### src/rtl/fpba_pkg.sv
// Package with the types, codes and defaults of the fit-policy block allocator.
`timescale 1ns / 1ps

package fpba_pkg;

    localparam int BLOCKS_DEF    = 8;
    localparam int SIZE_BITS_DEF = 16;

    // Item kinds.
    localparam logic OP_LOAD  = 1'b0;
    localparam logic OP_ALLOC = 1'b1;

    // Placement policies; the unused code behaves as first fit.
    localparam logic [1:0] FIT_FIRST    = 2'd0;
    localparam logic [1:0] FIT_BEST     = 2'd1;
    localparam logic [1:0] FIT_WORST    = 2'd2;
    localparam logic [1:0] FIT_RESERVED = 2'd3;

    // Register indexes, taken from paddr[2].
    localparam logic REG_FIT_MODE      = 1'b0;
    localparam logic REG_ACTIVE_BLOCKS = 1'b1;

    localparam logic [1:0] FIT_MODE_RST      = FIT_FIRST;
    localparam logic [3:0] ACTIVE_BLOCKS_RST = 4'd8;

    typedef struct packed {
        logic        op;
        logic [2:0]  block_slot;
        logic [15:0] amount;
    } req_item_t;

    typedef struct packed {
        logic        granted;
        logic [2:0]  chosen_block;
        logic [15:0] left_over;
    } rsp_item_t;

    // Commands from the controller to the datapath.
    typedef struct packed {
        logic start;     // latch the request, clear the search result
        logic ld_we;     // write a loaded size into the table
        logic rd_en;     // read the table entry at the scan index
        logic wb_we;     // write back the reduced size of the chosen entry
        logic res_load;  // load the result register
        logic res_alloc; // result belongs to an allocate transaction
    } fpba_cmd_t;

    typedef struct packed {
        logic found;     // some scanned entry can hold the request
    } fpba_status_t;

endpackage

### src/rtl/fit_policy_block_allocator_top.sv
// Top level of the fit-policy block allocator: configuration registers and the two halves.
//
//   Channel   Handshake             Payload                       Direction
//   req       req_valid/req_stall   req_item (op, slot, amount)   into the block
//   rsp       rsp_valid/rsp_stall   rsp_item (granted, block, left) out of the block
//   cfg       APB psel/penable      paddr/pwdata/prdata           register access
//
// A load transaction's result appears in the cycle after the load is accepted.
// An allocate transaction steps through SCAN, LAST and WRITE, reading one table entry per cycle
// in SCAN for L = active_blocks clipped to BLOCKS (SCAN and LAST are skipped when L is zero).
// Reset clears the control state and the registers; the size table is undefined until loaded.
// A stalled result waits in the output register; a load is held off while a search runs or
// while it would overwrite a result that is still stalled.
`timescale 1ns / 1ps

module fit_policy_block_allocator_top #(
    parameter int BLOCKS    = fpba_pkg::BLOCKS_DEF,
    parameter int SIZE_BITS = fpba_pkg::SIZE_BITS_DEF
) (
    input  logic                clk,
    input  logic                rst_n,
    input  logic                req_valid,
    output logic                req_stall,
    input  fpba_pkg::req_item_t req_item,
    output logic                rsp_valid,
    input  logic                rsp_stall,
    output fpba_pkg::rsp_item_t rsp_item,
    input  logic                psel,
    input  logic                penable,
    input  logic                pwrite,
    input  logic [2:0]          paddr,
    input  logic [31:0]         pwdata,
    output logic [31:0]         prdata,
    output logic                pready
);

    localparam int IDX_W = (BLOCKS > 1) ? $clog2(BLOCKS) : 1;

    logic [1:0]             fit_mode_reg;
    logic [3:0]             active_blocks_reg;
    logic                   cfg_we;
    fpba_pkg::fpba_cmd_t    cmd;
    fpba_pkg::fpba_status_t status;
    logic [IDX_W-1:0]       scan_idx;

    // The register index is taken from paddr[2]; the low address bits are ignored.
    assign pready = 1'b1;
    assign cfg_we = psel && penable && pwrite && pready;

    always_ff @(posedge clk or negedge rst_n)
    begin
        if (!rst_n)
        begin
            fit_mode_reg      <= fpba_pkg::FIT_MODE_RST;
            active_blocks_reg <= fpba_pkg::ACTIVE_BLOCKS_RST;
        end
        else if (cfg_we)
        begin
            if (paddr[2] == fpba_pkg::REG_FIT_MODE)
            begin
                fit_mode_reg <= pwdata[1:0];
            end
            else
            begin
                active_blocks_reg <= pwdata[3:0];
            end
        end
    end

    always_comb
    begin
        if (paddr[2] == fpba_pkg::REG_ACTIVE_BLOCKS)
        begin
            prdata = {28'd0, active_blocks_reg};
        end
        else
        begin
            prdata = {30'd0, fit_mode_reg};
        end
    end

    // The controller sequences the scan; the datapath holds the table and ranks entries.
    fpba_ctrl #(
        .BLOCKS (BLOCKS)
    ) u_ctrl (
        .clk           (clk),
        .rst_n         (rst_n),
        .req_valid     (req_valid),
        .req_op        (req_item.op),
        .req_stall     (req_stall),
        .rsp_valid     (rsp_valid),
        .rsp_stall     (rsp_stall),
        .active_blocks (active_blocks_reg),
        .status        (status),
        .cmd           (cmd),
        .scan_idx      (scan_idx)
    );

    fpba_dp #(
        .BLOCKS    (BLOCKS),
        .SIZE_BITS (SIZE_BITS)
    ) u_dp (
        .clk      (clk),
        .rst_n    (rst_n),
        .cmd      (cmd),
        .scan_idx (scan_idx),
        .req_item (req_item),
        .fit_mode (fit_mode_reg),
        .status   (status),
        .rsp_item (rsp_item)
    );

endmodule

### src/rtl/fpba_dp.sv
// Datapath of the fit-policy block allocator: size table, search registers, result register.
`timescale 1ns / 1ps

module fpba_dp #(
    parameter int BLOCKS    = fpba_pkg::BLOCKS_DEF,
    parameter int SIZE_BITS = fpba_pkg::SIZE_BITS_DEF
) (
    input  logic                                    clk,
    input  logic                                    rst_n,
    input  fpba_pkg::fpba_cmd_t                     cmd,
    input  logic [((BLOCKS > 1) ? $clog2(BLOCKS) : 1)-1:0] scan_idx,
    input  fpba_pkg::req_item_t                     req_item,
    input  logic [1:0]                              fit_mode,
    output fpba_pkg::fpba_status_t                  status,
    output fpba_pkg::rsp_item_t                     rsp_item
);

    localparam int IDX_W  = (BLOCKS > 1) ? $clog2(BLOCKS) : 1;
    localparam int AMT_W  = (SIZE_BITS > 16) ? SIZE_BITS : 16;
    localparam int SLOT_W = (IDX_W > 3) ? IDX_W : 3;
    localparam int CHO_W  = (IDX_W > 3) ? IDX_W : 3;

    logic [SIZE_BITS-1:0] mem [BLOCKS];

    logic [SIZE_BITS-1:0] rd_data_reg;
    logic [IDX_W-1:0]     rd_idx_reg;
    logic                 rd_vld_reg;
    logic [SIZE_BITS-1:0] req_reg;
    logic                 found_reg;
    logic                 found_next;
    logic [IDX_W-1:0]     pick_idx_reg;
    logic [IDX_W-1:0]     pick_idx_next;
    logic [SIZE_BITS-1:0] pick_size_reg;
    logic [SIZE_BITS-1:0] pick_size_next;
    fpba_pkg::rsp_item_t  rsp_reg;

    logic [AMT_W-1:0]     amt_ext;
    logic [SIZE_BITS-1:0] amt_in;
    logic [SLOT_W-1:0]    slot_ext;
    logic                 slot_ok;
    logic [SIZE_BITS-1:0] remain;
    logic [AMT_W-1:0]     remain_ext;
    logic [CHO_W-1:0]     pick_ext;
    logic                 fits;
    logic                 take;
    logic                 we;
    logic [IDX_W-1:0]     wa;
    logic [SIZE_BITS-1:0] wd;

    assign amt_ext    = AMT_W'(req_item.amount);
    assign amt_in     = amt_ext[SIZE_BITS-1:0];
    assign slot_ext   = SLOT_W'(req_item.block_slot);
    assign slot_ok    = (32'(req_item.block_slot) < BLOCKS);
    assign remain     = pick_size_reg - req_reg;
    assign remain_ext = AMT_W'(remain);
    assign pick_ext   = CHO_W'(pick_idx_reg);

    // Ties keep the lower index because only a strictly better entry replaces the pick.
    always_comb
    begin
        fits = (rd_data_reg >= req_reg);
        case (fit_mode)
            fpba_pkg::FIT_BEST:  take = fits && (!found_reg || (rd_data_reg < pick_size_reg));
            fpba_pkg::FIT_WORST: take = fits && (!found_reg || (rd_data_reg > pick_size_reg));
            default:             take = fits && !found_reg;
        endcase
    end

    always_comb
    begin
        found_next     = found_reg;
        pick_idx_next  = pick_idx_reg;
        pick_size_next = pick_size_reg;
        if (cmd.start)
        begin
            found_next = 1'b0;
        end
        else if (rd_vld_reg && take)
        begin
            found_next     = 1'b1;
            pick_idx_next  = rd_idx_reg;
            pick_size_next = rd_data_reg;
        end
    end

    always_comb
    begin
        we = 1'b0;
        wa = pick_idx_reg;
        wd = remain;
        if (cmd.ld_we && slot_ok)
        begin
            we = 1'b1;
            wa = slot_ext[IDX_W-1:0];
            wd = amt_in;
        end
        else if (cmd.wb_we)
        begin
            we = 1'b1;
        end
    end

    always_ff @(posedge clk)
    begin
        if (we)
        begin
            mem[wa] <= wd;
        end
        if (cmd.rd_en)
        begin
            rd_data_reg <= mem[scan_idx];
            rd_idx_reg  <= scan_idx;
        end
    end

    always_ff @(posedge clk)
    begin
        pick_idx_reg  <= pick_idx_next;
        pick_size_reg <= pick_size_next;
        if (cmd.start)
        begin
            req_reg <= amt_in;
        end
        if (cmd.res_load)
        begin
            if (cmd.res_alloc && found_reg)
            begin
                rsp_reg.granted      <= 1'b1;
                rsp_reg.chosen_block <= pick_ext[2:0];
                rsp_reg.left_over    <= remain_ext[15:0];
            end
            else
            begin
                rsp_reg <= '0;
            end
        end
    end

    always_ff @(posedge clk or negedge rst_n)
    begin
        if (!rst_n)
        begin
            rd_vld_reg <= 1'b0;
            found_reg  <= 1'b0;
        end
        else
        begin
            rd_vld_reg <= cmd.rd_en;
            found_reg  <= found_next;
        end
    end

    assign status.found = found_reg;
    assign rsp_item     = rsp_reg;

endmodule

### src/rtl/fpba_ctrl.sv
// Controller of the fit-policy block allocator: handshakes, scan sequencing, result valid.
`timescale 1ns / 1ps

module fpba_ctrl #(
    parameter int BLOCKS = fpba_pkg::BLOCKS_DEF
) (
    input  logic                                    clk,
    input  logic                                    rst_n,
    input  logic                                    req_valid,
    input  logic                                    req_op,
    output logic                                    req_stall,
    output logic                                    rsp_valid,
    input  logic                                    rsp_stall,
    input  logic [3:0]                              active_blocks,
    input  fpba_pkg::fpba_status_t                  status,
    output fpba_pkg::fpba_cmd_t                     cmd,
    output logic [((BLOCKS > 1) ? $clog2(BLOCKS) : 1)-1:0] scan_idx
);

    localparam int IDX_W = (BLOCKS > 1) ? $clog2(BLOCKS) : 1;
    localparam int CMP_W = ((IDX_W > 4) ? IDX_W : 4) + 1;

    typedef enum logic [3:0] {
        ST_IDLE  = 4'b0001,
        ST_SCAN  = 4'b0010,
        ST_LAST  = 4'b0100,
        ST_WRITE = 4'b1000
    } state_t;

    state_t           state_reg;
    state_t           state_next;
    logic [IDX_W-1:0] idx_reg;
    logic [IDX_W-1:0] idx_next;
    logic             rsp_valid_reg;
    logic             rsp_valid_next;

    logic [3:0]       limit;
    logic [CMP_W-1:0] idx_ext;
    logic [CMP_W-1:0] lim_ext;
    logic             last_idx;
    logic             out_free;
    logic             accept;

    // Entries taking part: active_blocks, clipped to the table depth.
    always_comb
    begin
        if (32'(active_blocks) > BLOCKS)
        begin
            limit = 4'(BLOCKS);
        end
        else
        begin
            limit = active_blocks;
        end
    end

    assign idx_ext  = CMP_W'(idx_reg);
    assign lim_ext  = CMP_W'(limit);
    assign last_idx = (idx_ext == (lim_ext - CMP_W'(1)));
    assign out_free = !rsp_valid_reg || !rsp_stall;

    // A load produces its result at once and needs the result register free.
    assign req_stall = (state_reg != ST_IDLE) || ((req_op == fpba_pkg::OP_LOAD) && !out_free);
    assign accept    = req_valid && !req_stall;

    always_comb
    begin
        state_next     = state_reg;
        idx_next       = idx_reg;
        rsp_valid_next = rsp_valid_reg && rsp_stall;
        cmd            = '0;
        case (state_reg)
            ST_IDLE:
            begin
                idx_next = '0;
                if (accept)
                begin
                    if (req_op == fpba_pkg::OP_LOAD)
                    begin
                        cmd.ld_we      = 1'b1;
                        cmd.res_load   = 1'b1;
                        rsp_valid_next = 1'b1;
                    end
                    else
                    begin
                        cmd.start = 1'b1;
                        if (limit == 4'd0)
                        begin
                            state_next = ST_WRITE;
                        end
                        else
                        begin
                            state_next = ST_SCAN;
                        end
                    end
                end
            end
            ST_SCAN:
            begin
                cmd.rd_en = 1'b1;
                if (last_idx)
                begin
                    state_next = ST_LAST;
                end
                else
                begin
                    idx_next = idx_reg + IDX_W'(1);
                end
            end
            ST_LAST:
            begin
                state_next = ST_WRITE;
            end
            ST_WRITE:
            begin
                if (out_free)
                begin
                    cmd.wb_we      = status.found;
                    cmd.res_load   = 1'b1;
                    cmd.res_alloc  = 1'b1;
                    rsp_valid_next = 1'b1;
                    state_next     = ST_IDLE;
                end
            end
            default:
            begin
                state_next = ST_IDLE;
            end
        endcase
    end

    always_ff @(posedge clk or negedge rst_n)
    begin
        if (!rst_n)
        begin
            state_reg     <= ST_IDLE;
            idx_reg       <= '0;
            rsp_valid_reg <= 1'b0;
        end
        else
        begin
            state_reg     <= state_next;
            idx_reg       <= idx_next;
            rsp_valid_reg <= rsp_valid_next;
        end
    end

    assign scan_idx  = idx_reg;
    assign rsp_valid = rsp_valid_reg;

endmodule

### config.mk
export PLATFORM = sky130hd
export DESIGN_NAME = fit_policy_block_allocator_top
export DESIGN_NICKNAME = d
export VERILOG_FILES = /design/src/rtl/fpba_pkg.sv /design/src/rtl/fit_policy_block_allocator_top.sv /design/src/rtl/fpba_dp.sv /design/src/rtl/fpba_ctrl.sv
export SDC_FILE = /design/constraint.sdc
export NUM_CORES = 1
export LEC_CHECK = 0
export BUFFER_PORTS_ARGS = -buffer_cell sky130_fd_sc_hd__buf_4
export CAP_MARGIN = 20
export CORE_ASPECT_RATIO = 0.7
export CORE_MARGIN = 2
export CORE_UTILIZATION = 58
export CTS_CLUSTER_SIZE = 8
export DETAILED_ROUTE_END_ITERATION = 7
export GPL_ROUTABILITY_DRIVEN = 0
export PLACE_DENSITY = 0.87
export SLEW_MARGIN = 40
export SYNTH_ARGS = -nofsm -noshare
export SYNTH_HDL_FRONTEND = slang
export SYNTH_SLANG_ARGS = --single-unit
### constraint.sdc
create_clock -name clk -period 4.9 [get_ports clk]
set_clock_uncertainty 0.15 [all_clocks]
set_input_delay 0.98 -clock clk [delete_from_list [all_inputs] [get_ports clk]]
set_output_delay 0.98 -clock clk [all_outputs]
set_load 0.005 [all_outputs]
==> flow_summary.ini, run 1 <==
[synthesis]
ys_seq_elements = 218
ys_warn_count = 0
ys.flop_type = edfxtp_1
seq_area_frac_synth_pct = 64.6
synth_cells = 664
synth_top_area_share_pct = 60.6
synth_commonest_cells = edfxtp_1, ha_1, inv_1
synth.most_common_cell = edfxtp_1
synthArstFlopShare_pct = 7.34
synth_edf_count = 202
synth.area.top_cells = edfxtp_1, mux4_2, ha_1
yosys.area.top_type = edfxtp_1
synth_area_per_cell_um2 = 15.1
syn_area_um2 = 10000
synth_cell_type_count = 56

[routing]
drc = 0
vias = 6022
drt-total-wl_um = 22600
drt.antenna.violating_nets = 0
dr.first_iter.drc_count = 704
vias_per_cell = 5.99
dr.pass1.iters = 6
wl_per_cell_um = 22.5

[floorplanning]
die_h_um = 114
fp.dieW_um = 161
boundaryPins = 117
dieArea_um2 = 18300
core_um2 = 17000
start_util_pct = 58.8
rows = 40

[clock_network]
cts_resized = 0
postCtsSetupRepairBufs = 0
cts_tree = done
cts_sinks = 218
clock_path_buffers = 3
h-tree-depth = 1
numCtsBuffers = 31
hold_buffers = 0
clockRootBuffer = clkbuf_16
clkTransAtPathRegs_ns = 0.06
clkLatencyLatePin_ns = 0.55

[timing]
rsz0062_at_grt = false
fmax_mhz = 278
holdWs_ns = 0.128
period_share_pct = 73.4
maxSlewViolCount = 0
min_period_ns = 3.60
max_slew_margin_pct = 41.8
tightest_slew_ns = 0.867
finalHoldViolations = 0
setup_viol = 0
fin_tns_setup_ns = 0

[cells_and_area]
stdcell_count = 1005
largest_reg_flops = 128
syn2layout_area_growth_pct = 15.7
layout-drive-gt1-share_pct = 22.9
stdcell_area_um2 = 11600
regMostFlops = u_dp.mem
seqCellArea_um2 = 6470
multi_input_area_um2 = 3240
antennaDiodeCount = 0
nets = 862
n_fill_cell = 1069

[global_routing]
grt_pass1_vias = 6117
antenna_found_initial = 0
track_usage_pct = 25.2
grt-ovfl-total = 0
grt_pass1_wl_um = 34500
grt_start_max_net_pins = 23

[place]
placed_cell_area_um2 = 10700
portBuffers = 57
dp_cells = 947
hpwlAfterDp_um = 14300

[min_path]
hp-class = input port to async pin

[power]
power.density_nw_per_um2 = 430
leakage_nw = 4.31
ir_drop_uv = 275

[worst_setup_path]
cp-start-kind = flip-flop
critPathMaxFanout = 18
worstSetupPathType = flip-flop to flip-flop
cp.required_ns = 4.96
arrival_ns = 3.66
end_kind = flip-flop

[run]
max_cap_viol_count = 0

[run_status]
status = completed
-- layout by cell type, fill, tap and decap left out, types with 6 or more instances in the layout --
| master | Yosys | final |
|---|---|---|
| a21o_1 | 6 | 6 |
| nand2b_1 | 9 | 9 |
| xor2_1 | 9 | 9 |
| nor2_1 | 40 | 40 |
| buf_4 | 30 | 69 |
| a21oi_1 | 29 | 26 |
| clkbuf_1 | 7 | 25 |
| inv_1 | 43 | 42 |
| clkbuf_16 | 0 | 31 |
| nor3_1 | 8 | 8 |
| conb_1 | 2 | 29 |
| nand2_1 | 33 | 33 |
| o21ai_0 | 30 | 19 |
| nand4_1 | 7 | 7 |
| mux4_2 | 32 | 32 |
| dfrtp_1 | 14 | 12 |
| edfxtp_1 | 202 | 202 |
| mux2_2 | 25 | 25 |
| ha_1 | 50 | 50 |
| nor2b_1 | 6 | 6 |
| o21ai_1 | 0 | 10 |
| xnor2_1 | 6 | 6 |
| nand3_1 | 8 | 8 |
-- critical path, stage by stage (launching register included) --
cell,delay [ns]
dfstp_2,0.56
nor4b_4,0.64
nand2_2,0.18
nor3b_4,0.68
buf_4,0.36
a31oi_1,0.16
nor2_1,0.17
buf_4,0.34
-- metal layers --
metal	global-route usage, %	wire [um]	vias up
met5	0	0	-
met4	6.90	583	0
met3	5.53	2310	50
met2	41.6	10800	336
met1	34.5	8870	2981
li1	-	-	2655
-- per-stage QoR --
step / total power, mW / util (%) / setup slack, ns
after global routing: 5.15 / 68.0 / 1.26
after CTS: 4.98 / 67.9 / 1.39
after floorplan: 2.76 / - / 1.12
after global placement: 2.96 / 62.5 / 1.63
after detailed placement: 3.01 / 62.6 / 1.47
final: 4.98 / 68.0 / 1.30
-- worst paths after layout --
path	start	to	slack, ns	depth (start not counted)
worst max-delay path	u_ctrl.state_reg[0]	u_dp.mem[4][14]	1.30	7
worst min-delay path	rst_n	u_ctrl.state_reg[2]	0.13	1
worst max register to register	u_ctrl.state_reg[0]	u_dp.mem[4][14]	1.30	7
worst min register to register	u_dp.rd_idx_reg[0]	u_dp.pick_ext[0]	0.27	0
max in group asynchronous	rst_n	active_blocks_reg[3]	4.21	1
min in group clk	u_dp.rd_idx_reg[0]	u_dp.pick_ext[0]	0.27	0
-- layout make-up --
class	instances	share of cell area, %
Multi-Input combinational cell	386	28.0
Inverter	43	1.39
Sequential cell	218	55.9
Tap cell	231	2.50
Timing Repair Buffer	69	4.47
Clock buffer	56	7.51
Clock inverter	2	0.249
-- logic make-up after synthesis --
family / Yosys count / share of synthesized area (%)
AOI/OAI and AO/OA: 96 / 5.83
muxes: 59 / 10.2
buffers and inverters: 87 / 4.48
and+or+nand+nor: 136 / 7.01
adders and majority gates: 51 / 6.45
DFF: 218 / 64.6
xor gates and xnor gates: 15 / 1.31
other: 2 / 0.0750
-- where the power goes --
group / switching [mW] / internal [mW] / total, mW
Clock: 0.768 / 1.19 / 1.95
Sequential: 0.0658 / 2.25 / 2.31
Combinational: 0.447 / 0.266 / 0.712
Total: 1.28 / 3.70 / 4.98
No activity file was read; power rests on OpenSTA's default activity.
==> run 2: changes to the inputs <==
--- a/config.mk
+++ b/config.mk
@@ -9,11 +9,11 @@
 export CAP_MARGIN = 20
 export CORE_ASPECT_RATIO = 0.7
 export CORE_MARGIN = 2
-export CORE_UTILIZATION = 58
+export CORE_UTILIZATION = 53
 export CTS_CLUSTER_SIZE = 8
 export DETAILED_ROUTE_END_ITERATION = 7
 export GPL_ROUTABILITY_DRIVEN = 0
-export PLACE_DENSITY = 0.87
+export PLACE_DENSITY = 0.84
 export SLEW_MARGIN = 40
 export SYNTH_ARGS = -nofsm -noshare
 export SYNTH_HDL_FRONTEND = slang
==> constraint.sdc (replaced) <==
create_clock -name clk -period 3.1 [get_ports clk]
set_clock_uncertainty 0.15 [all_clocks]
set_input_delay 0.62 -clock clk [delete_from_list [all_inputs] [get_ports clk]]
set_output_delay 0.62 -clock clk [all_outputs]
set_load 0.005 [all_outputs]
==> run 2 against run 1 <==
Against the previous run: sequential share of layout area decreased by 0.87 points; critical path depth increased by 3; utilization decreased by 5.2 points; clock power increased by 57%; clock-buffer cell count unchanged; register-to-register slack got worse by 1.1 ns; power increased by 58%; critical endpoint is now u_dp.mem[6][14].
==> flow_summary.ini, run 2 (same netlist as run 1, synthesis figures left out) <==
[place]
hpwlAfterDp_um = 14400
dp_slack_ns = 0.0432
portBuffers = 57

[power]
ir_drop_uv = 456
p_comb_share_pct = 14.9
p_total_mw = 7.88
p_int_mw = 5.91
swShare_pct = 25.1
power.density_nw_per_um2 = 670
power.switching_mw = 1.98
leakage_nw = 4.42
seqPwrFrac_pct = 46.3
pwr-share-clk_pct = 38.9

[worst_setup_path]
rrSetupSlack_ns = 0.17
cp.required_ns = 3.24
arrival_ns = 3.07
end_kind = flip-flop
critPathMaxFanout = 8
r2r.worst_path.cells = 10
r2r_end = u_dp.mem[6][14]
cp-start-kind = flip-flop
rr_startpoint = u_dp.pick_size_reg[0]
worstSetupPathType = flip-flop to flip-flop

[min_path]
holdPathEnd = u_dp.req_reg[7]
hold_depth = 1
hp-class = input port to flip-flop
hold_path.startpoint = req_item[7]

[timing]
finalWorstSetupSlack_ns = 0.169
tightest_slew_ns = 0.848
max_slew_margin_pct = 43.1
min_period_ns = 2.93
finalHoldViolations = 0
setup_viol = 0
period_share_pct = 94.6
rsz0062_at_grt = false
fin_tns_setup_ns = 0
maxSlewViolCount = 0
fmax_mhz = 341

[clock_network]
clkLatencyLatePin_ns = 0.55
clkTransAtPathRegs_ns = 0.06
cts_tree = done
cts_sinks = 218
clockRootBuffer = clkbuf_16
clock_path_buffers = 3
numCtsBuffers = 31
h-tree-depth = 1

[cells_and_area]
syn2layout_area_growth_pct = 17.5
layout-drive-gt1-share_pct = 24.4
final_common_cell = edfxtp_1
multi_input_area_um2 = 3230
nets = 883
regMostFlops = u_dp.mem
antennaDiodeCount = 0
largest_reg_flops = 128
layout_common_cells = edfxtp_1, buf_4, ha_1
seqCellArea_um2 = 6470
n_fill_cell = 1287

[routing]
wl_per_cell_um = 20.7
vias_per_cell = 5.75
dr.first_iter.drc_count = 548
drt-total-wl_um = 21500
drt.antenna.violating_nets = 0
dr.pass1.iters = 5
drc = 0
vias = 5958

[global_routing]
grt_pass1_wl_um = 32200
antenna_found_initial = 0
grt_start_max_net_pins = 36
grt_pass1_vias = 5860
grt-ovfl-total = 0
track_usage_pct = 21.4

[floorplanning]
dieArea_um2 = 20000
boundaryPins = 117
core_um2 = 18700
rows = 42
start_util_pct = 53.5
fp.dieW_um = 168
die_h_um = 119

[run_status]
status = completed

[run]
max_cap_viol_count = 0
## run 2: changes by cell type in the layout (fill, tap and decap cells not counted), sizes merged
cell,before,now
inv,43,44
dlygate4sd3,0,1
clkinv,2,1
buf,69,89
## run 2: layer usage
layer | GRT usage [%] | share of wire (%) | up-vias
li1 | - | - | 2696
met1 | 30.4 | 44 | 2968
met2 | 32.9 | 45 | 246
met3 | 5.32 | 8.6 | 48
met4 | 6.90 | 2.4 | 0
met5 | 0 | 0 | -
## run 2: metrics by stage
stage                     util [%]  hold WS, ns  area [um^2]  cells
after CTS                     62.7       0.0915        11700   1036
after global placement        57.8        0.252        10800    977
after global routing          62.8       0.0921        11800   1037
after detailed placement      57.8        0.255        10800    977
final                         62.8        0.107        11800   1037
after floorplan                  -        0.174        10100    691
## run 2: timing repair
item | 4_1_cts | 5_1_grt
gates resized for setup | 0 | 4
hold buffers | 1 | 0
setup endpoints to repair | 0 | 16
setup buffers | 0 | 1
endpoints found under the hold margin | 14 | 0
## run 2: worst max-delay path by stage
stage                                from              end  cells past startpoint
CTS                       u_dp.req_reg[0]  u_dp.mem[0][10]                      8
detailed placement  u_dp.pick_size_reg[0]  u_dp.mem[7][10]                      9
floorplan             u_ctrl.state_reg[0]   u_dp.mem[3][0]                      6
finish              u_dp.pick_size_reg[0]  u_dp.mem[6][14]                     10
global route        u_dp.pick_size_reg[0]  u_dp.mem[5][14]                     10
global placement    u_dp.pick_size_reg[0]  u_dp.mem[3][10]                      9
## run 2: layout make-up
cell class                      instances  area share [%]
Sequential cell                       218            55.0
Multi-Input combinational cell        386            27.5
Clock buffer                           56            7.40
Timing Repair Buffer                   90            5.87
Tap cell                              242            2.58
Inverter                               43            1.37
Clock inverter                          2           0.245
## run 2: critical path, cell delays in order (launching register included)
cell	delay (ns)
edfxtp_1	0.36
inv_1	0.06
ha_1	0.21
fa_1	0.41
nor2b_1	0.22
o31ai_2	0.10
a21oi_1	0.34
a2111oi_2	0.14
xor2_1	0.30
o21ai_0	0.18
buf_4	0.20
## run 2: power groups by stage
stage / Combinational (mW) / Clock (mW) / Sequential, mW
after floorplan: 0.691 / 0 / 3.67
after global routing: 1.27 / 3.23 / 3.66
after global placement: 1.10 / 0 / 3.69
after CTS: 1.15 / 3.11 / 3.65
after detailed placement: 1.14 / 0 / 3.70
final: 1.17 / 3.06 / 3.65
